===== config.mk =====
export PLATFORM = sky130hd
export DESIGN_NAME = serial_bcd_gauge_frame_decoder
export DESIGN_NICKNAME = d
export VERILOG_FILES = /design/src/hw/rtl/sbgfd_pkg.sv /design/src/hw/rtl/sbgfd_ctrl.sv /design/src/hw/rtl/sbgfd_dp.sv /design/src/hw/rtl/serial_bcd_gauge_frame_decoder.sv
export SDC_FILE = /design/constraint.sdc
export NUM_CORES = 1
export LEC_CHECK = 0
export BUFFER_PORTS_ARGS = -buffer_cell sky130_fd_sc_hd__clkbuf_2
export CELL_PAD_IN_SITES_DETAIL_PLACEMENT = 1
export CELL_PAD_IN_SITES_GLOBAL_PLACEMENT = 2
export CORE_MARGIN = 4
export CORE_UTILIZATION = 44
export CTS_BUF_LIST = sky130_fd_sc_hd__clkbuf_8
export DETAILED_ROUTE_END_ITERATION = 12
export PLACE_DENSITY_LB_ADDON = 0.1
export RECOVER_POWER = 25
export SKIP_CTS_REPAIR_TIMING = 1
export SLEW_MARGIN = 40
export SYNTH_ARGS = -nofsm -noshare
export SYNTH_HDL_FRONTEND = slang
export SYNTH_HIERARCHICAL = 1
export SYNTH_SLANG_ARGS = --single-unit

===== constraint.sdc =====
create_clock -name i_clk -period 13.68 [get_ports i_clk]
set_clock_uncertainty 0.05 [all_clocks]
set_input_delay 2.736 -clock i_clk [delete_from_list [all_inputs] [get_ports i_clk]]
set_output_delay 2.736 -clock i_clk [all_outputs]
set_load 0.02 [all_outputs]

===== src/hw/rtl/sbgfd_pkg.sv =====
`default_nettype none
package sbgfd_pkg;

    localparam int MAX_FRAME_BITS = 64;
    localparam int MAX_DIGITS     = 8;

    localparam int HELD_W  = $clog2(MAX_FRAME_BITS + 1);
    localparam int IDX_W   = $clog2(MAX_FRAME_BITS);
    localparam int MAG_W   = 27;
    localparam int VAL_W   = 28;
    localparam int TIME_W  = 16;
    localparam int CFG_W   = 16;
    localparam int CIDX_W  = 3;
    localparam int DCNT_W  = 4;
    localparam int BCD_W   = 4;
    localparam int POS_W   = 8;

    localparam logic [TIME_W-1:0] TIME_SAT  = '1;
    localparam logic [BCD_W-1:0]  BCD_MAX   = 4'd9;
    localparam logic [MAG_W+3:0]  DEC_RADIX = 31'd10;

    typedef enum logic [CIDX_W-1:0] {
        CFG_EXP_BITS  = 3'd0,
        CFG_MSB_FIRST = 3'd1,
        CFG_DATA_START = 3'd2,
        CFG_DIGIT_CNT = 3'd3,
        CFG_SIGN_IDX  = 3'd4,
        CFG_FRAME_TO  = 3'd5,
        CFG_STALE_TO  = 3'd6
    } t_cfg_idx;

    typedef enum logic [1:0] {
        FS_NONE   = 2'd0,
        FS_ACCEPT = 2'd1,
        FS_REJECT = 2'd2
    } t_fstat;

    typedef enum logic [1:0] {
        ST_IDLE,
        ST_CLOSE,
        ST_DIGIT,
        ST_FIN
    } t_state;

    localparam logic REQ_EDGE = 1'b0;

    typedef struct packed {
        logic edge_ld;
        logic tick_ld;
        logic dec_init;
        logic dig_step;
        logic accept;
        logic reject;
        logic finish;
    } t_cmd;

    typedef struct packed {
        logic close_req;
        logic pre_fail;
        logic dig_done;
        logic nib_bad;
    } t_sts;

endpackage
`default_nettype wire


===== src/hw/rtl/sbgfd_ctrl.sv =====
`default_nettype none
module sbgfd_ctrl (
    input  wire logic            i_clk,
    input  wire logic            i_rst_n,
    input  wire logic            i_in_valid,
    input  wire logic            i_req_type,
    input  wire logic            i_out_stall,
    input  wire sbgfd_pkg::t_sts i_sts,
    output sbgfd_pkg::t_cmd      o_cmd,
    output logic                 o_in_stall,
    output logic                 o_out_valid
);
    import sbgfd_pkg::*;

    t_state r_state, n_state;
    logic   r_out_valid, n_out_valid;
    logic   w_accept;

    assign o_in_stall  = (r_state != ST_IDLE);
    assign w_accept    = i_in_valid && !o_in_stall;
    assign o_out_valid = r_out_valid;

    always_ff @(posedge i_clk) begin
        if (!i_rst_n) begin
            r_state     <= ST_IDLE;
            r_out_valid <= 1'b0;
        end else begin
            r_state     <= n_state;
            r_out_valid <= n_out_valid;
        end
    end

    always_comb begin
        n_state     = r_state;
        o_cmd       = '0;
        n_out_valid = r_out_valid && i_out_stall;
        case (r_state)
            ST_IDLE: begin
                if (w_accept) begin
                    if (i_req_type == REQ_EDGE) begin
                        o_cmd.edge_ld = 1'b1;
                        n_state       = ST_FIN;
                    end else begin
                        o_cmd.tick_ld = 1'b1;
                        n_state       = ST_CLOSE;
                    end
                end
            end
            ST_CLOSE: begin
                if (!i_sts.close_req) begin
                    n_state = ST_FIN;
                end else if (i_sts.pre_fail) begin
                    o_cmd.reject = 1'b1;
                    n_state      = ST_FIN;
                end else begin
                    o_cmd.dec_init = 1'b1;
                    n_state        = ST_DIGIT;
                end
            end
            ST_DIGIT: begin
                if (i_sts.dig_done) begin
                    o_cmd.accept = 1'b1;
                    n_state      = ST_FIN;
                end else if (i_sts.nib_bad) begin
                    o_cmd.reject = 1'b1;
                    n_state      = ST_FIN;
                end else begin
                    o_cmd.dig_step = 1'b1;
                end
            end
            ST_FIN: begin
                if (!r_out_valid || !i_out_stall) begin
                    o_cmd.finish = 1'b1;
                    n_out_valid  = 1'b1;
                    n_state      = ST_IDLE;
                end
            end
            default: n_state = ST_IDLE;
        endcase
    end

    a_cmd_onehot: assert property (@(posedge i_clk) disable iff (!i_rst_n)
        $onehot0(o_cmd)) else $error("more than one datapath command");
    a_accept_busy: assert property (@(posedge i_clk) disable iff (!i_rst_n)
        w_accept |=> o_in_stall) else $error("input not held off after accept");
    a_finish_out: assert property (@(posedge i_clk) disable iff (!i_rst_n)
        o_cmd.finish |=> r_out_valid) else $error("result lost after finish");
    a_fin_free: assert property (@(posedge i_clk) disable iff (!i_rst_n)
        (r_out_valid && i_out_stall) |-> !o_cmd.finish)
        else $error("waiting result overwritten");

endmodule
`default_nettype wire


===== src/hw/rtl/sbgfd_dp.sv =====
`default_nettype none
module sbgfd_dp (
    input  wire logic                                i_clk,
    input  wire logic                                i_rst_n,
    input  wire logic                                i_cfg_we,
    input  wire logic [sbgfd_pkg::CIDX_W-1:0]        i_cfg_index,
    input  wire logic [sbgfd_pkg::CFG_W-1:0]         i_cfg_data,
    input  wire logic                                i_data_bit,
    input  wire sbgfd_pkg::t_cmd                     i_cmd,
    output sbgfd_pkg::t_sts                          o_sts,
    output logic                                     o_value_ok,
    output logic signed [sbgfd_pkg::VAL_W-1:0]       o_decoded_value,
    output logic [1:0]                               o_frame_status,
    output logic [sbgfd_pkg::TIME_W-1:0]             o_valid_age_ms
);
    import sbgfd_pkg::*;

    // configuration
    logic [HELD_W-1:0] r_exp_bits;
    logic              r_msb_first;
    logic [IDX_W-1:0]  r_data_start;
    logic [DCNT_W-1:0] r_digit_cnt;
    logic [IDX_W-1:0]  r_sign_idx;
    logic [TIME_W-1:0] r_frame_to;
    logic [TIME_W-1:0] r_stale_to;

    // frame and reading state
    logic [MAX_FRAME_BITS-1:0] r_buf;
    logic [HELD_W-1:0]         r_held;
    logic [TIME_W-1:0]         r_idle;
    logic [TIME_W-1:0]         r_since;
    logic                      r_valid;
    logic [VAL_W-1:0]          r_held_value;
    logic                      r_is_tick;
    t_fstat                    r_fstat;

    // decode walk
    logic [MAG_W-1:0]  r_mag;
    logic [DCNT_W-1:0] r_dig;
    logic [HELD_W-1:0] r_pos;

    logic [MAX_FRAME_BITS-1:0] w_shr;
    logic [HELD_W-1:0]         w_msb_sh;
    logic [BCD_W-1:0]          w_nib;
    logic [MAG_W+3:0]          w_mag_next;
    logic [HELD_W-1:0]         w_sign_pos;
    logic                      w_sign;
    logic [MAG_W-1:0]          w_mag_fin;
    logic [POS_W-1:0]          w_data_end;
    logic                      w_stale;

    // bit at frame position p: arrival order counts back from the newest bit
    assign w_msb_sh = r_held - HELD_W'(BCD_W) - r_pos;
    assign w_shr    = r_msb_first ? (r_buf >> w_msb_sh[IDX_W-1:0])
                                  : (r_buf >> r_pos[IDX_W-1:0]);
    assign w_nib    = r_msb_first ? w_shr[BCD_W-1:0]
                                  : {w_shr[0], w_shr[1], w_shr[2], w_shr[3]};

    assign w_mag_next = {4'd0, r_mag} * DEC_RADIX + {{(MAG_W){1'b0}}, w_nib};

    assign w_sign_pos = r_held - HELD_W'(1) - {1'b0, r_sign_idx};
    assign w_sign     = r_msb_first ? r_buf[w_sign_pos[IDX_W-1:0]] : r_buf[r_sign_idx];
    assign w_mag_fin  = w_sign ? (MAG_W'(0) - r_mag) : r_mag;

    assign w_data_end = {2'd0, r_data_start} + {2'd0, r_digit_cnt, 2'b00};
    assign w_stale    = r_is_tick && (r_since > r_stale_to);

    assign o_sts.close_req = (r_held != '0) && (r_idle >= r_frame_to);
    assign o_sts.pre_fail  = (r_held != r_exp_bits)
                          || (r_digit_cnt > DCNT_W'(MAX_DIGITS))
                          || ({1'b0, r_sign_idx} >= r_held)
                          || (w_data_end > {1'b0, r_held});
    assign o_sts.dig_done  = (r_dig == r_digit_cnt);
    assign o_sts.nib_bad   = (w_nib > BCD_MAX);

    always_ff @(posedge i_clk) begin
        if (!i_rst_n) begin
            r_exp_bits   <= HELD_W'(52);
            r_msb_first  <= 1'b1;
            r_data_start <= IDX_W'(20);
            r_digit_cnt  <= DCNT_W'(6);
            r_sign_idx   <= IDX_W'(19);
            r_frame_to   <= TIME_W'(20);
            r_stale_to   <= TIME_W'(2000);
        end else if (i_cfg_we) begin
            case (t_cfg_idx'(i_cfg_index))
                CFG_EXP_BITS:   r_exp_bits   <= i_cfg_data[HELD_W-1:0];
                CFG_MSB_FIRST:  r_msb_first  <= i_cfg_data[0];
                CFG_DATA_START: r_data_start <= i_cfg_data[IDX_W-1:0];
                CFG_DIGIT_CNT:  r_digit_cnt  <= i_cfg_data[DCNT_W-1:0];
                CFG_SIGN_IDX:   r_sign_idx   <= i_cfg_data[IDX_W-1:0];
                CFG_FRAME_TO:   r_frame_to   <= i_cfg_data[TIME_W-1:0];
                CFG_STALE_TO:   r_stale_to   <= i_cfg_data[TIME_W-1:0];
                default: ;
            endcase
        end
    end

    always_ff @(posedge i_clk) begin
        if (!i_rst_n) begin
            r_buf        <= '0;
            r_held       <= '0;
            r_idle       <= '0;
            r_since      <= '0;
            r_valid      <= 1'b0;
            r_held_value <= '0;
            r_is_tick    <= 1'b0;
            r_fstat      <= FS_NONE;
        end else begin
            if (i_cmd.edge_ld) begin
                if (r_held < HELD_W'(MAX_FRAME_BITS)) begin
                    r_buf  <= {r_buf[MAX_FRAME_BITS-2:0], i_data_bit};
                    r_held <= r_held + HELD_W'(1);
                end
                r_idle    <= '0;
                r_is_tick <= 1'b0;
                r_fstat   <= FS_NONE;
            end
            if (i_cmd.tick_ld) begin
                if (r_idle != TIME_SAT)  r_idle  <= r_idle + TIME_W'(1);
                if (r_since != TIME_SAT) r_since <= r_since + TIME_W'(1);
                r_is_tick <= 1'b1;
                r_fstat   <= FS_NONE;
            end
            if (i_cmd.accept) begin
                r_held_value <= {{(VAL_W-MAG_W){w_sign && (r_mag != '0)}}, w_mag_fin};
                r_valid      <= 1'b1;
                r_since      <= '0;
                r_fstat      <= FS_ACCEPT;
                r_buf        <= '0;
                r_held       <= '0;
            end
            if (i_cmd.reject) begin
                r_valid <= 1'b0;
                r_fstat <= FS_REJECT;
                r_buf   <= '0;
                r_held  <= '0;
            end
            if (i_cmd.finish && w_stale) begin
                r_valid <= 1'b0;
            end
        end
    end

    always_ff @(posedge i_clk) begin
        if (i_cmd.dec_init) begin
            r_mag <= '0;
            r_dig <= '0;
            r_pos <= {1'b0, r_data_start};
        end else if (i_cmd.dig_step) begin
            r_mag <= w_mag_next[MAG_W-1:0];
            r_dig <= r_dig + DCNT_W'(1);
            r_pos <= r_pos + HELD_W'(BCD_W);
        end
    end

    always_ff @(posedge i_clk) begin
        if (i_cmd.finish) begin
            o_value_ok      <= r_valid && !w_stale;
            o_decoded_value <= r_held_value;
            o_frame_status  <= r_fstat;
            o_valid_age_ms  <= r_since;
        end
    end

    a_held_max: assert property (@(posedge i_clk) disable iff (!i_rst_n)
        r_held <= HELD_W'(MAX_FRAME_BITS)) else $error("frame length overflow");
    a_accept_sets: assert property (@(posedge i_clk) disable iff (!i_rst_n)
        i_cmd.accept |=> (r_valid && (r_since == '0) && (r_held == '0)))
        else $error("accepted frame not recorded");
    a_reject_keeps: assert property (@(posedge i_clk) disable iff (!i_rst_n)
        i_cmd.reject |=> (!r_valid && $stable(r_held_value)))
        else $error("rejected frame disturbed the reading");

endmodule
`default_nettype wire


===== src/hw/rtl/serial_bcd_gauge_frame_decoder.sv =====
`default_nettype none
// Channel  Direction  Handshake                  Word
// input    in         i_in_valid / o_in_stall    i_req_type, i_data_bit
// output   out        o_out_valid / i_out_stall  o_value_ok, o_decoded_value,
//                                                o_frame_status, o_valid_age_ms
// config   in         i_cfg_we                   i_cfg_index, i_cfg_data
//
// One word at a time. A clock edge word goes straight to the hand-over state.
// A tick goes to the close check, which hands over when it closes no frame or
// an early check rejects the frame, and else starts the one-digit-per-cycle
// decode loop ahead of the hand-over. Reset is synchronous and active low, and
// loads the register defaults. The next word is taken while a result waits
// on a stalled output; a finished result holds until the output is free.
module serial_bcd_gauge_frame_decoder (
    input  wire logic                                i_clk,
    input  wire logic                                i_rst_n,
    input  wire logic                                i_cfg_we,
    input  wire logic [sbgfd_pkg::CIDX_W-1:0]        i_cfg_index,
    input  wire logic [sbgfd_pkg::CFG_W-1:0]         i_cfg_data,
    input  wire logic                                i_in_valid,
    output logic                                     o_in_stall,
    input  wire logic                                i_req_type,
    input  wire logic                                i_data_bit,
    output logic                                     o_out_valid,
    input  wire logic                                i_out_stall,
    output logic                                     o_value_ok,
    output logic signed [sbgfd_pkg::VAL_W-1:0]       o_decoded_value,
    output logic [1:0]                               o_frame_status,
    output logic [sbgfd_pkg::TIME_W-1:0]             o_valid_age_ms
);
    import sbgfd_pkg::*;

    // commands down to the datapath, status back up
    t_cmd w_cmd;
    t_sts w_sts;

    // sequence each word: shift or age, close check, digit walk, hand over
    sbgfd_ctrl u_ctrl (
        .i_clk       (i_clk),
        .i_rst_n     (i_rst_n),
        .i_in_valid  (i_in_valid),
        .i_req_type  (i_req_type),
        .i_out_stall (i_out_stall),
        .i_sts       (w_sts),
        .o_cmd       (w_cmd),
        .o_in_stall  (o_in_stall),
        .o_out_valid (o_out_valid)
    );

    // hold the frame, timers, reading and the output register
    sbgfd_dp u_dp (
        .i_clk           (i_clk),
        .i_rst_n         (i_rst_n),
        .i_cfg_we        (i_cfg_we),
        .i_cfg_index     (i_cfg_index),
        .i_cfg_data      (i_cfg_data),
        .i_data_bit      (i_data_bit),
        .i_cmd           (w_cmd),
        .o_sts           (w_sts),
        .o_value_ok      (o_value_ok),
        .o_decoded_value (o_decoded_value),
        .o_frame_status  (o_frame_status),
        .o_valid_age_ms  (o_valid_age_ms)
    );

endmodule
`default_nettype wire

# [After elaboration in Yosys (flattened, before gate mapping)]
# Index checks and enable logic that the tools add are counted.
[op_classes] n_bitwise=1 n_eq_ne=16 mul=1 n_mux=47 order_cmp=9 add_sub_neg=12 shifts=2 reduce_logical=38
[op_table] op="$shr A64 B6 Y4" n=2
[op_table] op="$mux W16" n=3
[op_table] op="$add A16 B1 Y16 const B" n=2
[op_table] op="$ne A16 B16 Y1 const B" n=2
[op_table] op="$add A27 B4 Y27" n=1
[op_table] op="$mul A27 B3 Y26 const B" n=1
[op_table] op="$mux W27" n=1
[op_table] op="$reduce_bool A27 Y1" n=1
[op_table] op="$sub A1 B27 Y27 const A" n=1
[op_table] op="$mux W2" n=12
[op_table] op="$mux W1" n=23
[op_table] op="$reduce_and A2 Y1" n=9
[op_table] op="$ge A16 B16 Y1" n=1
[op_table] op="$gt A16 B16 Y1" n=1
[op_table] op="$lt A6 B7 Y1 const B" n=2
[op_table] op="$bmux W1 S6" n=2
[op_table] op="$mux W6" n=2
[op_table] op="$sub A6 B6 Y6" n=2
[op_table] op="$eq A3 B3 Y1 const B" n=3
[op_table] op="$gt A4 B4 Y1 const B" n=2
[op_table] op="$mux W4" n=2
[op_table] op="$pmux W2 S4" n=1
[op_table] op="$add A6 B6 Y7" n=1
[op_table] op="$add A7 B1 Y7 const B" n=1
[op_table] op="other kinds (29)" n=48
[totals] ff_bits=279 input_bits=26 elab_cells=152

# [Longest topological paths before layout]
[logic_depth] word_depth=11 ltp_mapped=27 depth_no_buf=26

# [By module]
# Netlist, hierarchy kept.
[modules_own_cells] mod="sbgfd_dp" cells_per_inst=2075 seq_area_each_um2=6035.8 area_per_inst_um2=18099.9 n_inst=1
[modules_own_cells] mod="sbgfd_ctrl" cells_per_inst=37 seq_area_each_um2=60.1 area_per_inst_um2=291.5 n_inst=1

# [Worst setup path after synthesis]
# Ideal clock, no wire load.
[synth_timing] path_kind="input -> register" from="input i_out_stall" to="register u_dp/o_decoded_value[0] (netlist bit), enable pin" slack_ns=6.891 setup_ns=0.526 n_path_buf=0 t_arrival_ns=6.213 required_time_ns=13.104 stages=1 path_cell_list="a21boi_0"
[synth_via] elab_chain_len=4
[synth_lines] item="from (decl)" line_no="serial_bcd_gauge_frame_decoder.sv:25" text="input wire logic i_out_stall,"
[synth_lines] item="$logic_not A1 Y1" line_no="sbgfd_ctrl.sv:72" text="if (!r_out_valid || !i_out_stall) begin"
[synth_lines] item="$logic_or A1 B1 Y1" line_no="sbgfd_ctrl.sv:72"
[synth_lines] item="$mux W1" line_no="sbgfd_ctrl.sv:72"
[synth_lines] item="$mux W1" line_no="sbgfd_ctrl.sv:37" text="case (r_state)"
[synth_lines] item="to (signal assigned)" line_no="sbgfd_dp.sv:160" text="o_decoded_value <= r_held_value;"
[synth_lines] item="to (decl)" line_no="sbgfd_dp.sv:12" text="output logic signed [sbgfd_pkg::VAL_W-1:0] o_decoded_value,"
# No other way between the ends.
# A chain may end at the register's enable or synchronous reset.

==> out/qor.txt <==
Status: finished with violations
Failing checks: max-capacitance violations, max-slew violations
Filler cells: 4902
Sw power: 0.00202 W
Via/cell ratio: 5.90
PortBufs: 74
DRC: 0
DR WL/cell: 20.3 µm
Switching Share: 0.463
Comb pwr share: 0.560
Slew margin rel.: -1.59
Largest cells by area after synthesis: dfxtp_1 (24%), edfxtp_1 (8.7%), ha_1 (8.4%), nand2_1 (7.3%), mux4_2 (5.9%)
Antenna violations before repair: 0
Critical Path Source: i_rst_n
Sequential-to-total area share from yosys stat: 0.331
PwrDens: 214 nW/µm²
Final antenna-violating net count: 0
Final Hold Violating Endpoints: 0
Hold WC Path Type: register to register
Share of layout cells above drive strength 1: 0.125
RD Place Congestion: 0.852
Overall Global Routing Usage: 0.242
CTS tree: yes
Post-Synthesis Cell Area: 18400 µm²
Number of CTS-inserted buffers: 51
Pleak: 8.05 nW
I/O Pins: 75
Setup violators final: 0
Syn Nets: 2266
# diodes: 0
Critical path buffers and inverters: 2
Worst vdd ir: 0.208 mV
Clock Latency Late Sink: 0.64 ns
Hpwl dp: 40400 µm
Setup TNS: 0 ns
Tcrit/Tclk final: 0.520
Core Rows: 74
Clk sinks: 278
Final core occ: 0.494
Clock network power share: 0.192
Nets: 2304
Slew @ Worst Pin: 3.89 ns
H-Tree Depth: 2
Die width: 212 µm
CP max FO: 95
Worst path cell trace: clkbuf_2 > clkbuf_1 > nand2_1 > nor2_1 > a31oi_4 > or3b_2 > nand3_1
Die H: 212 µm
Initial cell density of the core: 0.447
Clk slew on worst S/H paths: 0.07 ns
Critical path class: primary input to register
YS warnings: 6
CP Data Required Time: 14.20 ns
Vias: 16.1k
Distinct cells, synth: 84
Flops & latches, synth: 278
First-pass GRT wire length: 89200 µm
Final count of pins violating max slew: 145
Core area: 41100 µm²
Commonest non-fill, non-tap cell in the layout: nand2_1
Worst r2r src: u_dp/r_pos[1]
Root Buffer: clkbuf_8
Power, Total: 0.00436 W
Synth top area share: 0.245
Yosys top cell by area: dfxtp_1
Area grow syn2layout: 10.5%
CP max stage delay: 2.70 ns
Fmax: 141 MHz
CP max-delay cell: clkbuf_1
Top Family by Delay on Critical Path: buffers and inverters
Unrepaired setup endpoints after global routing: no
Main synth FF type: dfxtp_1
Post-synth EDFFs: 53
CP endpoint kind: register
DIE AREA: 45100 µm²
Syn Area/Cell: 8.71 µm²
Crit path DAT: 7.63 ns
Overflow after GRT: 0
Vias in the first global route: 16.3k
Pre-antenna DRT Iters: 5
Minimum clock period: 7.11 ns
Most frequent cells in the layout: nand2_1 (359), dfxtp_1 (224), a21oi_1 (149)
Pin count of the biggest net entering global routing: 96
Clock Tree Buf Depth: 3
Hold Startpoint: u_dp/r_held_value[27]
Asr flop ratio synth: 0
Number of DRC markers in iteration 0: 889
P_int: 0.00234 W
Crit path launch type: primary input
Maxcap violations: 2
Reg power frac: 0.248
Routed WL: 55300 µm
Gate Count Post-Synth: 2112
## stage by stage
step | hold slack [ns] | setup WS [ns] | instances | area (µm²)
detailed placement | 0.360 | 7.38 | 2627 | 19200
global route | 0.393 | 6.10 | 2722 | 20300
floorplan | 0.350 | 6.89 | 2112 | 18400
finish | 0.362 | 6.57 | 2722 | 20300
CTS | 0.365 | 7.36 | 2720 | 20300
global placement | 0.361 | 7.47 | 2626 | 19200
## per-layer routing
metal / global-route usage / part of all wire
met5: 0 / 0
met4: 0.0586 / 0.020
met3: 0.0381 / 0.037
met2: 0.409 / 0.48
met1: 0.326 / 0.47
## flip-flops by register name (all words and copies together) (netlist names), 7 cells and up
| register | count |
|---|---|
| u_dp/r_buf | 64 |
| u_dp/o_decoded_value | 28 |
| u_dp/r_held_value | 28 |
| u_dp/r_mag | 27 |
| u_dp/o_valid_age_ms | 16 |
| u_dp/r_frame_to | 16 |
| u_dp/r_idle | 16 |
| u_dp/r_since | 16 |
| u_dp/r_stale_to | 16 |
| u_dp/r_exp_bits | 7 |
| u_dp/r_held | 7 |
## synthesized netlist by cell type, types with 25 or more instances
library cell	number
a211oi_1	41
a21boi_0	38
a21o_1	25
a21oi_1	150
clkbuf_1	86
dfxtp_1	225
edfxtp_1	53
ha_1	123
inv_1	84
mux2i_1	98
mux4_2	48
nand2_1	360
nand3_1	46
nor2_1	121
nor2b_1	47
nor3_1	33
o211ai_1	28
o21ai_0	74
xnor2_1	52
xor2_1	26
## power groups by stage
stage / combinational [W] / sequential (W) / clock, W
after floorplan: 0.00185 / 0.00105 / 0
after global placement: 0.00234 / 0.00109 / 0
after detailed placement: 0.00241 / 0.00109 / 0
after CTS: 0.00242 / 0.00108 / 0.000866
after global routing: 0.00271 / 0.00109 / 0.000905
final: 0.00244 / 0.00108 / 0.000837
## cell type report
class | instances | area (µm²) | area share
Tap cell | 532 | 666 | 0.0328
Clock inverter | 36 | 284 | 0.0140
Clock buffer | 57 | 785 | 0.0386
Timing Repair Buffer | 97 | 557 | 0.0274
Sequential cell | 278 | 6100 | 0.300
Inverter | 86 | 323 | 0.0159
Multi-Input combinational cell | 1636 | 11600 | 0.571
## kinds of logic after synthesis
family	Yosys count	share of synthesized area
AND/OR/NAND/NOR	753	0.189
AO/OA/AOI/OAI	517	0.190
flip-flops	278	0.331
buffers and inverters	198	0.0430
multiplexers	160	0.121
adder cells (fa/ha/maj)	128	0.0891
XOR/XNOR	78	0.0371
## path summary, 6_finish.rpt
| path | slack (ns) | cells after the start | end |
|---|---|---|---|
| setup / recovery | 6.57 | 7 | u_dp/r_held_value[4] |
| hold / removal | 0.36 | 0 | u_dp/o_decoded_value[27] |
| setup reg to reg | 7.36 | 22 | u_dp/r_mag[14] |
| hold reg to reg | 0.36 | 0 | u_dp/o_decoded_value[27] |
Power figures use the tool's default switching activity.
